File: src/rtl/etc_pkg.sv
// Shared constants, types and helper functions of the escape-time pixel colouriser.
package etc_pkg;

    localparam int FRAC_BITS = 28;
    localparam logic [10:0] ITER_CAP = 11'd2000;

    // restoring divider geometry
    localparam int DVD_W = 45;
    localparam int DSR_W = 13;
    localparam int DIV_CNT_W = $clog2(DVD_W + 1);

    localparam logic signed [63:0] FOUR = 64'sd4 <<< FRAC_BITS;
    localparam logic signed [63:0] SAT_MAX = {1'b0, {63{1'b1}}};
    localparam logic signed [63:0] SAT_MIN = {1'b1, {63{1'b0}}};

    // register indexes
    localparam logic [2:0] REG_MAX_ITER = 3'd0;
    localparam logic [2:0] REG_MIN_REAL = 3'd1;
    localparam logic [2:0] REG_MAX_REAL = 3'd2;
    localparam logic [2:0] REG_MIN_IMAG = 3'd3;
    localparam logic [2:0] REG_MAX_IMAG = 3'd4;
    localparam logic [2:0] REG_WIDTH    = 3'd5;
    localparam logic [2:0] REG_HEIGHT   = 3'd6;

    // divider operand selection
    localparam logic [1:0] DIV_MAP  = 2'd0;
    localparam logic [1:0] DIV_COLQ = 2'd1;
    localparam logic [1:0] DIV_CHAN = 2'd2;

    typedef struct packed {
        logic [10:0]        max_iter;
        logic signed [31:0] min_r;
        logic signed [31:0] max_r;
        logic signed [31:0] min_i;
        logic signed [31:0] max_i;
        logic [12:0]        width;
        logic [12:0]        height;
    } cfg_t;

    typedef struct packed {
        logic       load;
        logic       map_mul;
        logic       div_start;
        logic [1:0] div_mode;
        logic       map_fin;
        logic       upd1;
        logic       upd2;
        logic       sum;
        logic       sq_start;
        logic       sq_take;
        logic       col_take;
        logic       ch_take;
        logic       out_load;
    } cmd_t;

    typedef struct packed {
        logic div_done;
        logic sq_done;
        logic cont;
        logic out_free;
    } sts_t;

    function automatic logic signed [63:0] sat_add(input logic signed [63:0] a,
                                                   input logic signed [63:0] b);
        logic signed [64:0] s;
        s = {a[63], a} + {b[63], b};
        if (s[64] != s[63]) begin
            return s[64] ? SAT_MIN : SAT_MAX;
        end
        return s[63:0];
    endfunction

    function automatic logic signed [63:0] sat_sub(input logic signed [63:0] a,
                                                   input logic signed [63:0] b);
        logic signed [64:0] s;
        s = {a[63], a} - {b[63], b};
        if (s[64] != s[63]) begin
            return s[64] ? SAT_MIN : SAT_MAX;
        end
        return s[63:0];
    endfunction

    // palette: black, blue, yellow, green, cyan, red, magenta, white
    function automatic logic [7:0] pal_chan(input logic [2:0] idx, input logic [1:0] ch);
        logic [2:0] rgb;
        unique case (idx)
            3'd0: rgb = 3'b000;
            3'd1: rgb = 3'b001;
            3'd2: rgb = 3'b110;
            3'd3: rgb = 3'b010;
            3'd4: rgb = 3'b011;
            3'd5: rgb = 3'b100;
            3'd6: rgb = 3'b101;
            default: rgb = 3'b111;
        endcase
        unique case (ch)
            2'd0: return rgb[2] ? 8'd255 : 8'd0;
            2'd1: return rgb[1] ? 8'd255 : 8'd0;
            default: return rgb[0] ? 8'd255 : 8'd0;
        endcase
    endfunction

endpackage

File: src/rtl/etc_ctrl.sv
// Controller state machine sequencing mapping, iteration and colour blend.
module etc_ctrl import etc_pkg::*; (
    input  logic aclk,
    input  logic aresetn,
    input  logic s_tvalid,
    output logic s_tready,
    input  sts_t sts,
    output cmd_t cmd
);

    localparam logic [3:0] ST_IDLE     = 4'd0;
    localparam logic [3:0] ST_MAP_MUL  = 4'd1;
    localparam logic [3:0] ST_MAP_DIV  = 4'd2;
    localparam logic [3:0] ST_MAP_WAIT = 4'd3;
    localparam logic [3:0] ST_MAP_FIN  = 4'd4;
    localparam logic [3:0] ST_CHECK    = 4'd5;
    localparam logic [3:0] ST_UPD1     = 4'd6;
    localparam logic [3:0] ST_UPD2     = 4'd7;
    localparam logic [3:0] ST_SUM      = 4'd8;
    localparam logic [3:0] ST_SQ       = 4'd9;
    localparam logic [3:0] ST_SQ_WAIT  = 4'd10;
    localparam logic [3:0] ST_COL_DIV  = 4'd11;
    localparam logic [3:0] ST_COL_WAIT = 4'd12;
    localparam logic [3:0] ST_CH_DIV   = 4'd13;
    localparam logic [3:0] ST_CH_WAIT  = 4'd14;
    localparam logic [3:0] ST_OUT      = 4'd15;

    logic [3:0] state_reg, state_next;

    always_comb begin
        state_next = state_reg;
        cmd        = '0;
        unique case (state_reg)
            ST_IDLE: begin
                if (s_tvalid) begin
                    cmd.load   = 1'b1;
                    state_next = ST_MAP_MUL;
                end
            end
            ST_MAP_MUL: begin
                cmd.map_mul = 1'b1;
                state_next  = ST_MAP_DIV;
            end
            ST_MAP_DIV: begin
                cmd.div_start = 1'b1;
                cmd.div_mode  = DIV_MAP;
                state_next    = ST_MAP_WAIT;
            end
            ST_MAP_WAIT: begin
                if (sts.div_done) begin
                    state_next = ST_MAP_FIN;
                end
            end
            ST_MAP_FIN: begin
                cmd.map_fin = 1'b1;
                state_next  = ST_CHECK;
            end
            ST_CHECK: begin
                state_next = sts.cont ? ST_UPD1 : ST_COL_DIV;
            end
            ST_UPD1: begin
                cmd.upd1   = 1'b1;
                state_next = ST_UPD2;
            end
            ST_UPD2: begin
                cmd.upd2   = 1'b1;
                state_next = ST_SUM;
            end
            ST_SUM: begin
                cmd.sum    = 1'b1;
                state_next = ST_SQ;
            end
            ST_SQ: begin
                cmd.sq_start = 1'b1;
                state_next   = ST_SQ_WAIT;
            end
            ST_SQ_WAIT: begin
                if (sts.sq_done) begin
                    cmd.sq_take = 1'b1;
                    state_next  = ST_CHECK;
                end
            end
            ST_COL_DIV: begin
                cmd.div_start = 1'b1;
                cmd.div_mode  = DIV_COLQ;
                state_next    = ST_COL_WAIT;
            end
            ST_COL_WAIT: begin
                if (sts.div_done) begin
                    cmd.col_take = 1'b1;
                    state_next   = ST_CH_DIV;
                end
            end
            ST_CH_DIV: begin
                cmd.div_start = 1'b1;
                cmd.div_mode  = DIV_CHAN;
                state_next    = ST_CH_WAIT;
            end
            ST_CH_WAIT: begin
                if (sts.div_done) begin
                    cmd.ch_take = 1'b1;
                    state_next  = ST_OUT;
                end
            end
            ST_OUT: begin
                if (sts.out_free) begin
                    cmd.out_load = 1'b1;
                    state_next   = ST_IDLE;
                end
            end
            default: state_next = ST_IDLE;
        endcase
    end

    always_ff @(posedge aclk) begin
        if (!aresetn) begin
            state_reg <= ST_IDLE;
        end else begin
            state_reg <= state_next;
        end
    end

    assign s_tready = (state_reg == ST_IDLE);

endmodule

File: config.mk
export PLATFORM = sky130hd
export DESIGN_NAME = etc_ctrl
export DESIGN_NICKNAME = d
export VERILOG_FILES = /design/src/rtl/etc_pkg.sv /design/src/rtl/etc_ctrl.sv
export SDC_FILE = /design/constraint.sdc
export NUM_CORES = 1
export LEC_CHECK = 0
export BUFFER_PORTS_ARGS = -buffer_cell sky130_fd_sc_hd__buf_2
export CORE_MARGIN = 1.5
export CORE_UTILIZATION = 35
export CTS_CLUSTER_SIZE = 28
export DETAILED_ROUTE_END_ITERATION = 6
export PLACE_DENSITY = 0.72
export SYNTH_ARGS = -nofsm -noshare
export SYNTH_HDL_FRONTEND = slang
export SYNTH_SLANG_ARGS = --single-unit
File: constraint.sdc
create_clock -name aclk -period 1.6 [get_ports aclk]
set_input_delay 0.08 -clock aclk [delete_from_list [all_inputs] [get_ports aclk]]
set_output_delay 0.08 -clock aclk [all_outputs]
set_load 0.05 [all_outputs]
==> qor.csv, run 1 <==
stage,metric,value,unit
power_and_ir_drop,p_int,0.270,mW
critical_path,cp.required,1.52,ns
cells_and_area,fin_nets,100,
cts,clkSinkCount,4,
critical_path,worst_setup_path_end_kind,output pin,
drt,firstDrtPassIters,3,
global_routing,grt_max_degree,15,
cts,cts_tree,done,
power_and_ir_drop,power_density,658,nW/um^2
cells_and_area,regArea,86.3,sq um
floorplan,fp.dieH,40.9,um
yosys,synth.cell_area,503,sq um
cells_and_area,multi_input_area,409,sq um
power_and_ir_drop,power_frac_seq,27.1,%
sta,drv_slew,0,
cells_and_area,area_delta_synth_final,39.6,%
cts,clock_latency,0.23,ns
power_and_ir_drop,combinationalPowerShare,46.2,%
power_and_ir_drop,p_clk_share,26.8,%
critical_path,crit_slowest_cell,dfxtp_2,
sta,min_period,1.51,ns
drt,viasPerCell,5.36,
placed_design,globalplace.congestion,0.827,
cts,ctsLongestPathBuffers,2,
drt,drt_iter0_drc,4,
critical_path,critical-path-max-stage-delay,0.37,ns
global_routing,grt_pass1_wl,2130,um
cts,cts-root-buf,clkbuf_4,
critical_path,crit_buf_inv,2,
drt,final_antenna_net_count,0,
critical_path,worstPathMaxFanout,11,
power_and_ir_drop,p_sw_share,41.5,%
power_and_ir_drop,total_power,0.462,mW
sta,relSlewSlack,79.8,%
sta,min_period_over_period,94.4,%
yosys,ys_seq_area_share,15.9,%
power_and_ir_drop,peakVddDrop,310,uV
yosys,synth_top_area_share,15.9,%
floorplan,start_util,38.2,%
critical_path,path_delay_family,buffers and inverters,
flow_run,drv_cap,0,
sta,setup_viol,0,
sta,skew,0.00294,ns
power_and_ir_drop,leakage,0.312,nW
placed_design,numPortBuffers,21,
cells_and_area,nFillCells,128,
yosys,ys_seq_elements,4,
yosys,synth_largest_area_cell,dfxtp_1,
sta,finalSetupTns,0,ns
yosys,synth_cells,67,
floorplan,die_w,40.9,um
critical_path,crit_arrival,1.43,ns
power_and_ir_drop,netSwitchingPower,0.192,mW
drt,post_drt_wl_per_cell,12.5,um
cts,clk_pin_slew,0.04,ns
floorplan,core,1320,sq um
global_routing,grt_util_all_layers,19.1,%
yosys,synth_area_leaders,"dfxtp_1 16%, nor3_1 7.0%, buf_4 6.0%",
cells_and_area,largest_reg_flops,4,
sta,rsz0062_at_grt,false,
yosys,avgSynthCellArea,7.51,sq um
sta,max_freq,662,MHz
cts,cts_setup_buffers,0,
cts,hold_buffers,0,
cells_and_area,drive_above_1_share,52.7,%
critical_path,worst-setup-path-type,flip-flop to output pin,
sta,hold_violations,0,
critical_path,startpoint_type,flip-flop,
global_routing,overflow,0,
drt,drt-total-wl,1320,um
floorplan,die-area,1670,sq um
drt,vias,568,
drt,drc,0,
hold_path,min_path_type,input port to flip-flop,
yosys,syn_nets,74,
global_routing,antenna_found_initial,0,
status,status,"finished, final reports clean",
cts,cts_made_buffers,3,
sta,worstMarginPinSlew,0.299,ns
cts,htree_levels,1,
critical_path,crit_chain,"buf_4, nor4_4, and2_1, clkbuf_4",
yosys,synth_cell_types,29,
cells_and_area,antenna_cells,0,
floorplan,ios,22,
yosys,yosysWarningCount,0,
placed_design,post-dp-hpwl,1010,um
floorplan,rows,13,
global_routing,grt_pass1_vias,493,
-- layer usage --
metal,track usage [%],share of wire (%)
met4,5.00,0
met5,0,0
met2,33.6,49
met1,22.5,46
met3,4.89,5.4
-- stage by stage --
stage | utilization, % | cell area (sq um) | hold WS, ns | cells | setup slack (ns)
after floorplan | - | 542 | 0.218 | 67 | -0.253
after global placement | 50.5 | 666 | 0.389 | 103 | 0.213
after detailed placement | 50.5 | 666 | 0.384 | 103 | 0.0929
after CTS | 52.4 | 691 | 0.136 | 106 | 0.0220
after global routing | 53.3 | 702 | 0.151 | 106 | 0.0111
final | 53.3 | 702 | 0.147 | 106 | 0.0902
-- logic make-up (layout without fill, tap and decap cells) --
family                 count (synthesis)  count (layout)  synth area share (%)
AOI/OAI and AO/OA                     17              17                  30.1
buffers and inverters                  8              32                  10.4
and+or+nand+nor                       36              36                  39.6
muxes                                  2               2                  3.98
DFF                                    4               4                  15.9
-- path summary, 6_finish.rpt --
check,from,end,slack (ns),cells after the start
min,aresetn,state_reg[1],0.15,3
min reg2reg,state_reg[3],state_reg[3],0.55,2
max reg2reg,state_reg[3],state_reg[3],0.27,4
max,state_reg[0],cmd[13],0.09,4
-- area by class of cell --
cell class / instances / area share (%)
multi-input combinational: 55 / 58.3
timing repair buffer: 27 / 22.5
sequential: 4 / 12.3
clock buffer: 3 / 3.21
tap: 15 / 2.67
inverter: 2 / 1.07
-- cells in the mapped netlist --
| library cell | number |
|---|---|
| o31ai_1 | 1 |
| nor2b_1 | 1 |
| dfxtp_1 | 4 |
| buf_4 | 4 |
| or3_1 | 1 |
| o2bb2ai_2 | 1 |
| or2b_2 | 1 |
| a21oi_2 | 2 |
| a21o_2 | 1 |
| mux2i_1 | 2 |
| nor2_1 | 7 |
| a2bb2oi_4 | 1 |
| nor3_1 | 7 |
| nand2b_4 | 1 |
| clkbuf_1 | 1 |
| a2bb2oi_2 | 1 |
| nand2_1 | 8 |
| nand3b_1 | 1 |
| o31a_1 | 1 |
| nand2b_1 | 4 |
| o311ai_0 | 1 |
| nor3b_1 | 2 |
| and2_1 | 2 |
| nor4_2 | 1 |
| o21ai_0 | 4 |
| a21oi_1 | 1 |
| a31oi_1 | 3 |
| inv_1 | 2 |
| buf_6 | 1 |
-- worst register-to-register path, cell delays in order (launching register included) --
cell and delay, ns:
dfxtp_4 0.40, nand2b_1 0.21, a2bb2oi_2 0.21, a2bb2oi_4 0.22, mux2i_1 0.21
-- cells in the final DEF, fill, tap and decap left out, drive strengths merged, types with 3 or more instances in the layout --
cell type   n
dfxtp       4
buf        25
nor3        7
a21oi       3
nand2       8
nand2b      5
o21ai       4
a31oi       3
nor2        7
clkbuf      5
-- timing repair --
item	in CTS	in global routing
resized for setup	2	6
gates cloned	0	0
setup endpoints to repair	8	4
-- power groups by stage --
stage	sequential [mW]	combinational (mW)	clock (mW)
finish	0.125	0.213	0.124
global route	0.127	0.230	0.144
CTS	0.126	0.211	0.130
detailed placement	0.127	0.210	0
global placement	0.127	0.207	0
floorplan	0.112	0.185	0
Note: power is estimated with default switching activity, not from simulation.
==> inputs of run 2 (changes only) <==
- clock period: 1.6 -> 1.47 ns (I/O delays scaled with it)
==> qor.csv, run 2 (same netlist as run 1, synthesis figures left out) <==
stage,metric,value,unit
drt,viasPerCell,5.13,
floorplan,fp.dieH,40.9,um
drt,final_antenna_net_count,0,
cells_and_area,area_delta_synth_final,52.0,%
floorplan,die-area,1670,sq um
sta,setup_viol,0,
drt,firstDrtPassIters,2,
global_routing,antenna_found_initial,0,
power_and_ir_drop,power_density,698,nW/um^2
critical_path,worst_setup_path_end_kind,output pin,
sta,skew,0.00240,ns
cells_and_area,largest_reg_flops,4,
critical_path,worstPathMaxFanout,6,
drt,drt-total-wl,1370,um
sta,min_period,1.41,ns
sta,min_period_over_period,95.8,%
sta,whs,0.140,ns
power_and_ir_drop,total_power,0.533,mW
drt,drc,0,
power_and_ir_drop,peakVddDrop,343,uV
cts,cts_made_buffers,3,
global_routing,grt_pass1_vias,450,
critical_path,r2r_slack,0.18,ns
placed_design,post-dp-hpwl,1010,um
cts,cts_setup_buffers,0,
global_routing,grt_max_degree,11,
sta,max_freq,710,MHz
sta,hold_violations,0,
cts,clkSinkCount,4,
cts,ctsLongestPathBuffers,2,
cts,cts_tree,done,
hold_path,min_path_type,input port to flip-flop,
critical_path,cp.required,1.40,ns
cells_and_area,final_common_cell,buf_2,
sta,worstMarginPinSlew,0.311,ns
floorplan,ios,22,
global_routing,grt_pass1_wl,1880,um
drt,drt_iter0_drc,11,
cells_and_area,nFillCells,128,
floorplan,rows,13,
sta,drv_slew,0,
cells_and_area,fin_nets,103,
cts,cts-root-buf,clkbuf_4,
critical_path,startpoint_type,flip-flop,
critical_path,crit_arrival,1.34,ns
cts,htree_levels,1,
cells_and_area,drive_above_1_share,58.5,%
placed_design,numPortBuffers,21,
status,status,"finished, final reports clean",
critical_path,worst-setup-path-type,flip-flop to output pin,
drt,post_drt_wl_per_cell,12.5,um
floorplan,start_util,38.2,%
floorplan,die_w,40.9,um
placed_design,globalplace.congestion,0.808,
cts,clock_latency,0.23,ns
cells_and_area,mostFrequentLayoutCells,"13 x buf_2, 10 x buf_4, 8 x nand2_1, 6 x nor2_1",
drt,vias,559,
global_routing,overflow,0,
global_routing,grt_util_all_layers,16.9,%
power_and_ir_drop,leakage,0.333,nW
sta,relSlewSlack,79.0,%
flow_run,drv_cap,0,
cells_and_area,antenna_cells,0,
floorplan,core,1320,sq um
cts,clk_pin_slew,0.04,ns
==> run 2: cell count changes in the layout (fill, tap and decap cells not counted), sizes merged <==
cell / previous run / this run
buf: 25 / 28
==> run 2: layer usage <==
layer	up-vias	track usage [%]	routed length [um]
met5	-	0	0
met4	0	5.00	10
met3	2	1.63	65
met2	20	29.3	670
met1	241	21.8	620
li1	296	-	-
==> run 2: path summary, 6_finish.rpt <==
kind                 from      endpoint  cells past startpoint
max reg2reg  state_reg[2]  state_reg[3]                      5
min               aresetn  state_reg[3]                      3
max          state_reg[3]       cmd[13]                      4
min reg2reg  state_reg[3]  state_reg[3]                      3
==> run 2: report_power, final <==
| group | switching, mW | internal (mW) | leakage, nW |
|---|---|---|---|
| Sequential | 0.0194 | 0.119 | 0.0344 |
| Combinational | 0.152 | 0.109 | 0.285 |
| Clock | 0.0418 | 0.0911 | 0.0138 |
==> run 2: what timing repair did <==
action,in CTS,in global routing
hold buffers,0,0
setup endpoints to repair,9,13
gates resized for setup,7,13
hold endpoints to repair,0,0
==> run 2: stage by stage <==
step	instance area, sq um	setup WS (ns)	TNS [ns]	utilization [%]	cells
final	764	0.0612	0	58.0	109
after global routing	764	-0.00580	-0.00580	58.0	109
after CTS	729	-0.0167	-0.0167	55.4	109
after detailed placement	691	0.152	0	52.4	106
after global placement	691	0.165	0	52.4	106
after floorplan	544	-0.376	-1.28	-	67
==> run 2: critical path, cell delays in order, from the launching register on <==
cell     delay [ns]
dfxtp_2        0.34
buf_4          0.16
nor4_4         0.27
and2_1         0.17
buf_6          0.16
==> run 2: layout make-up <==
| cell class | count | area [sq um] | area share (%) |
|---|---|---|---|
| Timing Repair Buffer | 30 | 211 | 27.7 |
| Sequential cell | 4 | 85.1 | 11.1 |
| Inverter | 2 | 7.51 | 0.982 |
| Multi-Input combinational cell | 55 | 419 | 54.8 |
| Clock buffer | 3 | 22.5 | 2.95 |
| Tap cell | 15 | 18.8 | 2.45 |
==> inputs of run 3 (changes only) <==
- PLACE_DENSITY: 0.72 -> 0.71
- REMOVE_ABC_BUFFERS: default -> 1
==> qor.csv, run 3 (same netlist as run 1, synthesis figures left out) <==
stage,metric,value,unit
floorplan,ios,22,
floorplan,rows,13,
global_routing,grt_pass1_wl,1820,um
critical_path,r2r_start,state_reg[1],
floorplan,core,1320,sq um
placed_design,globalplace.congestion,0.808,
sta,rsz0062_at_grt,true,
sta,relSlewSlack,80.9,%
global_routing,antenna_found_initial,0,
sta,drv_slew,0,
global_routing,use_met3,1.63,%
power_and_ir_drop,power_density,706,nW/um^2
status,status,"finished, final reports clean",
power_and_ir_drop,total_power,0.513,mW
sta,setup_viol,0,
cts,clk_pin_slew,0.04,ns
drt,drt-total-wl,1180,um
cts,clock_latency,0.23,ns
sta,min_period,1.42,ns
global_routing,top_usage_layer,met2,
cts,htree_levels,1,
drt,drc,0,
critical_path,cp.required,1.40,ns
sta,min_period_over_period,96.6,%
cells_and_area,fin_nets,101,
power_and_ir_drop,leakage,0.318,nW
floorplan,fp.dieH,40.9,um
critical_path,crit_buf_inv,1,
cts,cts_made_buffers,3,
global_routing,grt_max_degree,14,
sta,max_freq,704,MHz
critical_path,crit_slowest_cell,dfxtp_4,
global_routing,use_met2,27.7,%
cts,cts-root-buf,clkbuf_4,
critical_path,worst-setup-path-type,flip-flop to output pin,
cells_and_area,mostFrequentLayoutCells,"13 x buf_2, 11 x buf_4, 8 x nand2_1, 7 x nor2_1, 7 x nor3_1",
cells_and_area,drive_above_1_share,50.0,%
cells_and_area,area_delta_synth_final,44.5,%
placed_design,placed_area,634,sq um
critical_path,worst_setup_path_end_kind,output pin,
critical_path,worstPathMaxFanout,10,
drt,drt_iter0_drc,10,
drt,post_drt_wl_per_cell,11.0,um
global_routing,grt_pass1_vias,427,
cells_and_area,stdcell_area,727,sq um
sta,skew,0.00600,ns
power_and_ir_drop,peakVddDrop,295,uV
floorplan,die_w,40.9,um
global_routing,overflow,0,
cts,cts_tree,done,
cells_and_area,largest_reg_flops,4,
drt,vias,553,
cts,cts_setup_buffers,0,
drt,firstDrtPassIters,4,
global_routing,met1_usage,20.8,%
drt,viasPerCell,5.17,
critical_path,critical-path-max-stage-delay,0.40,ns
critical_path,path_delay_family,simple AND/OR/NAND/NOR gates,
hold_path,hp-start,aresetn,
hold_path,min_path_type,input port to flip-flop,
cts,hold_buffers,0,
cells_and_area,antenna_cells,0,
critical_path,crit_arrival,1.35,ns
cts,ctsLongestPathBuffers,2,
floorplan,start_util,38.2,%
floorplan,die-area,1670,sq um
critical_path,critical_path.startpoint,state_reg[3],
drt,final_antenna_net_count,0,
critical_path,r2r_slack,0.19,ns
flow_run,drv_cap,0,
global_routing,grt_util_all_layers,15.8,%
cells_and_area,final_util,55.2,%
placed_design,post-dp-hpwl,889,um
critical_path,startpoint_type,flip-flop,
cells_and_area,final_common_cell,buf_2,
cts,clkSinkCount,4,
placed_design,numPortBuffers,21,
sta,hold_violations,0,
critical_path,crit_chain,"or2b_4, nor3b_1, buf_4",
sta,worstMarginPinSlew,0.283,ns
## run 3: cell count changes in the layout (fill, tap and decap cells not counted), moves of 3 or more
cell     before  now
dfxtp_4       0    3
nor3_1        3    7
nor3_2        4    0
dfxtp_2       4    0
buf_6         5    2
## run 3: worst min-delay path: stages
cell and delay, ns:
buf_2 0.13, nand2_1 0.06, mux2i_1 0.05
## run 3: routing by layer
layer  share of wire [%]  vias up
met5                   0        -
met4                   0        0
met3                 5.1        0
met2                  48       19
met1                  47      242
li1                    -      292
## run 3: where the power goes
part	leakage [nW]	total [mW]	internal (mW)	switching, mW
Combinational	0.269	0.245	0.106	0.139
Clock	0.0138	0.130	0.0909	0.0389
Sequential	0.0349	0.139	0.116	0.0229
Total	0.318	0.513	0.312	0.201
## run 3: worst paths after layout
path / endpoint / cells after the start
min: state_reg[3] / 3
max reg2reg: state_reg[0] / 5
min reg2reg: state_reg[2] / 2
max: cmd[4] / 3
## run 3: area by class of cell
type,count,area (sq um)
Fill cell,119,591
Multi-Input combinational cell,55,394
Sequential cell,4,91.3
Inverter,2,7.51
Timing Repair Buffer,28,193
Clock buffer,3,22.5
Tap cell,15,18.8
## run 3: repair_timing
item	CTS	global route
pin swaps	1	2
resized for setup	14	10
endpoints found under the setup margin	12	8
## run 3: stage by stage
step                      hold slack, ns   TNS, ns  std cells  worst slack [ns]
after floorplan                    0.212     -5.48         61            -0.681
after detailed placement           0.380         0        104            0.0686
after CTS                          0.140         0        107           0.00340
final                              0.139         0        107            0.0493
after global placement             0.380         0        104            0.0890
after global routing               0.141  -0.00682        107          -0.00567
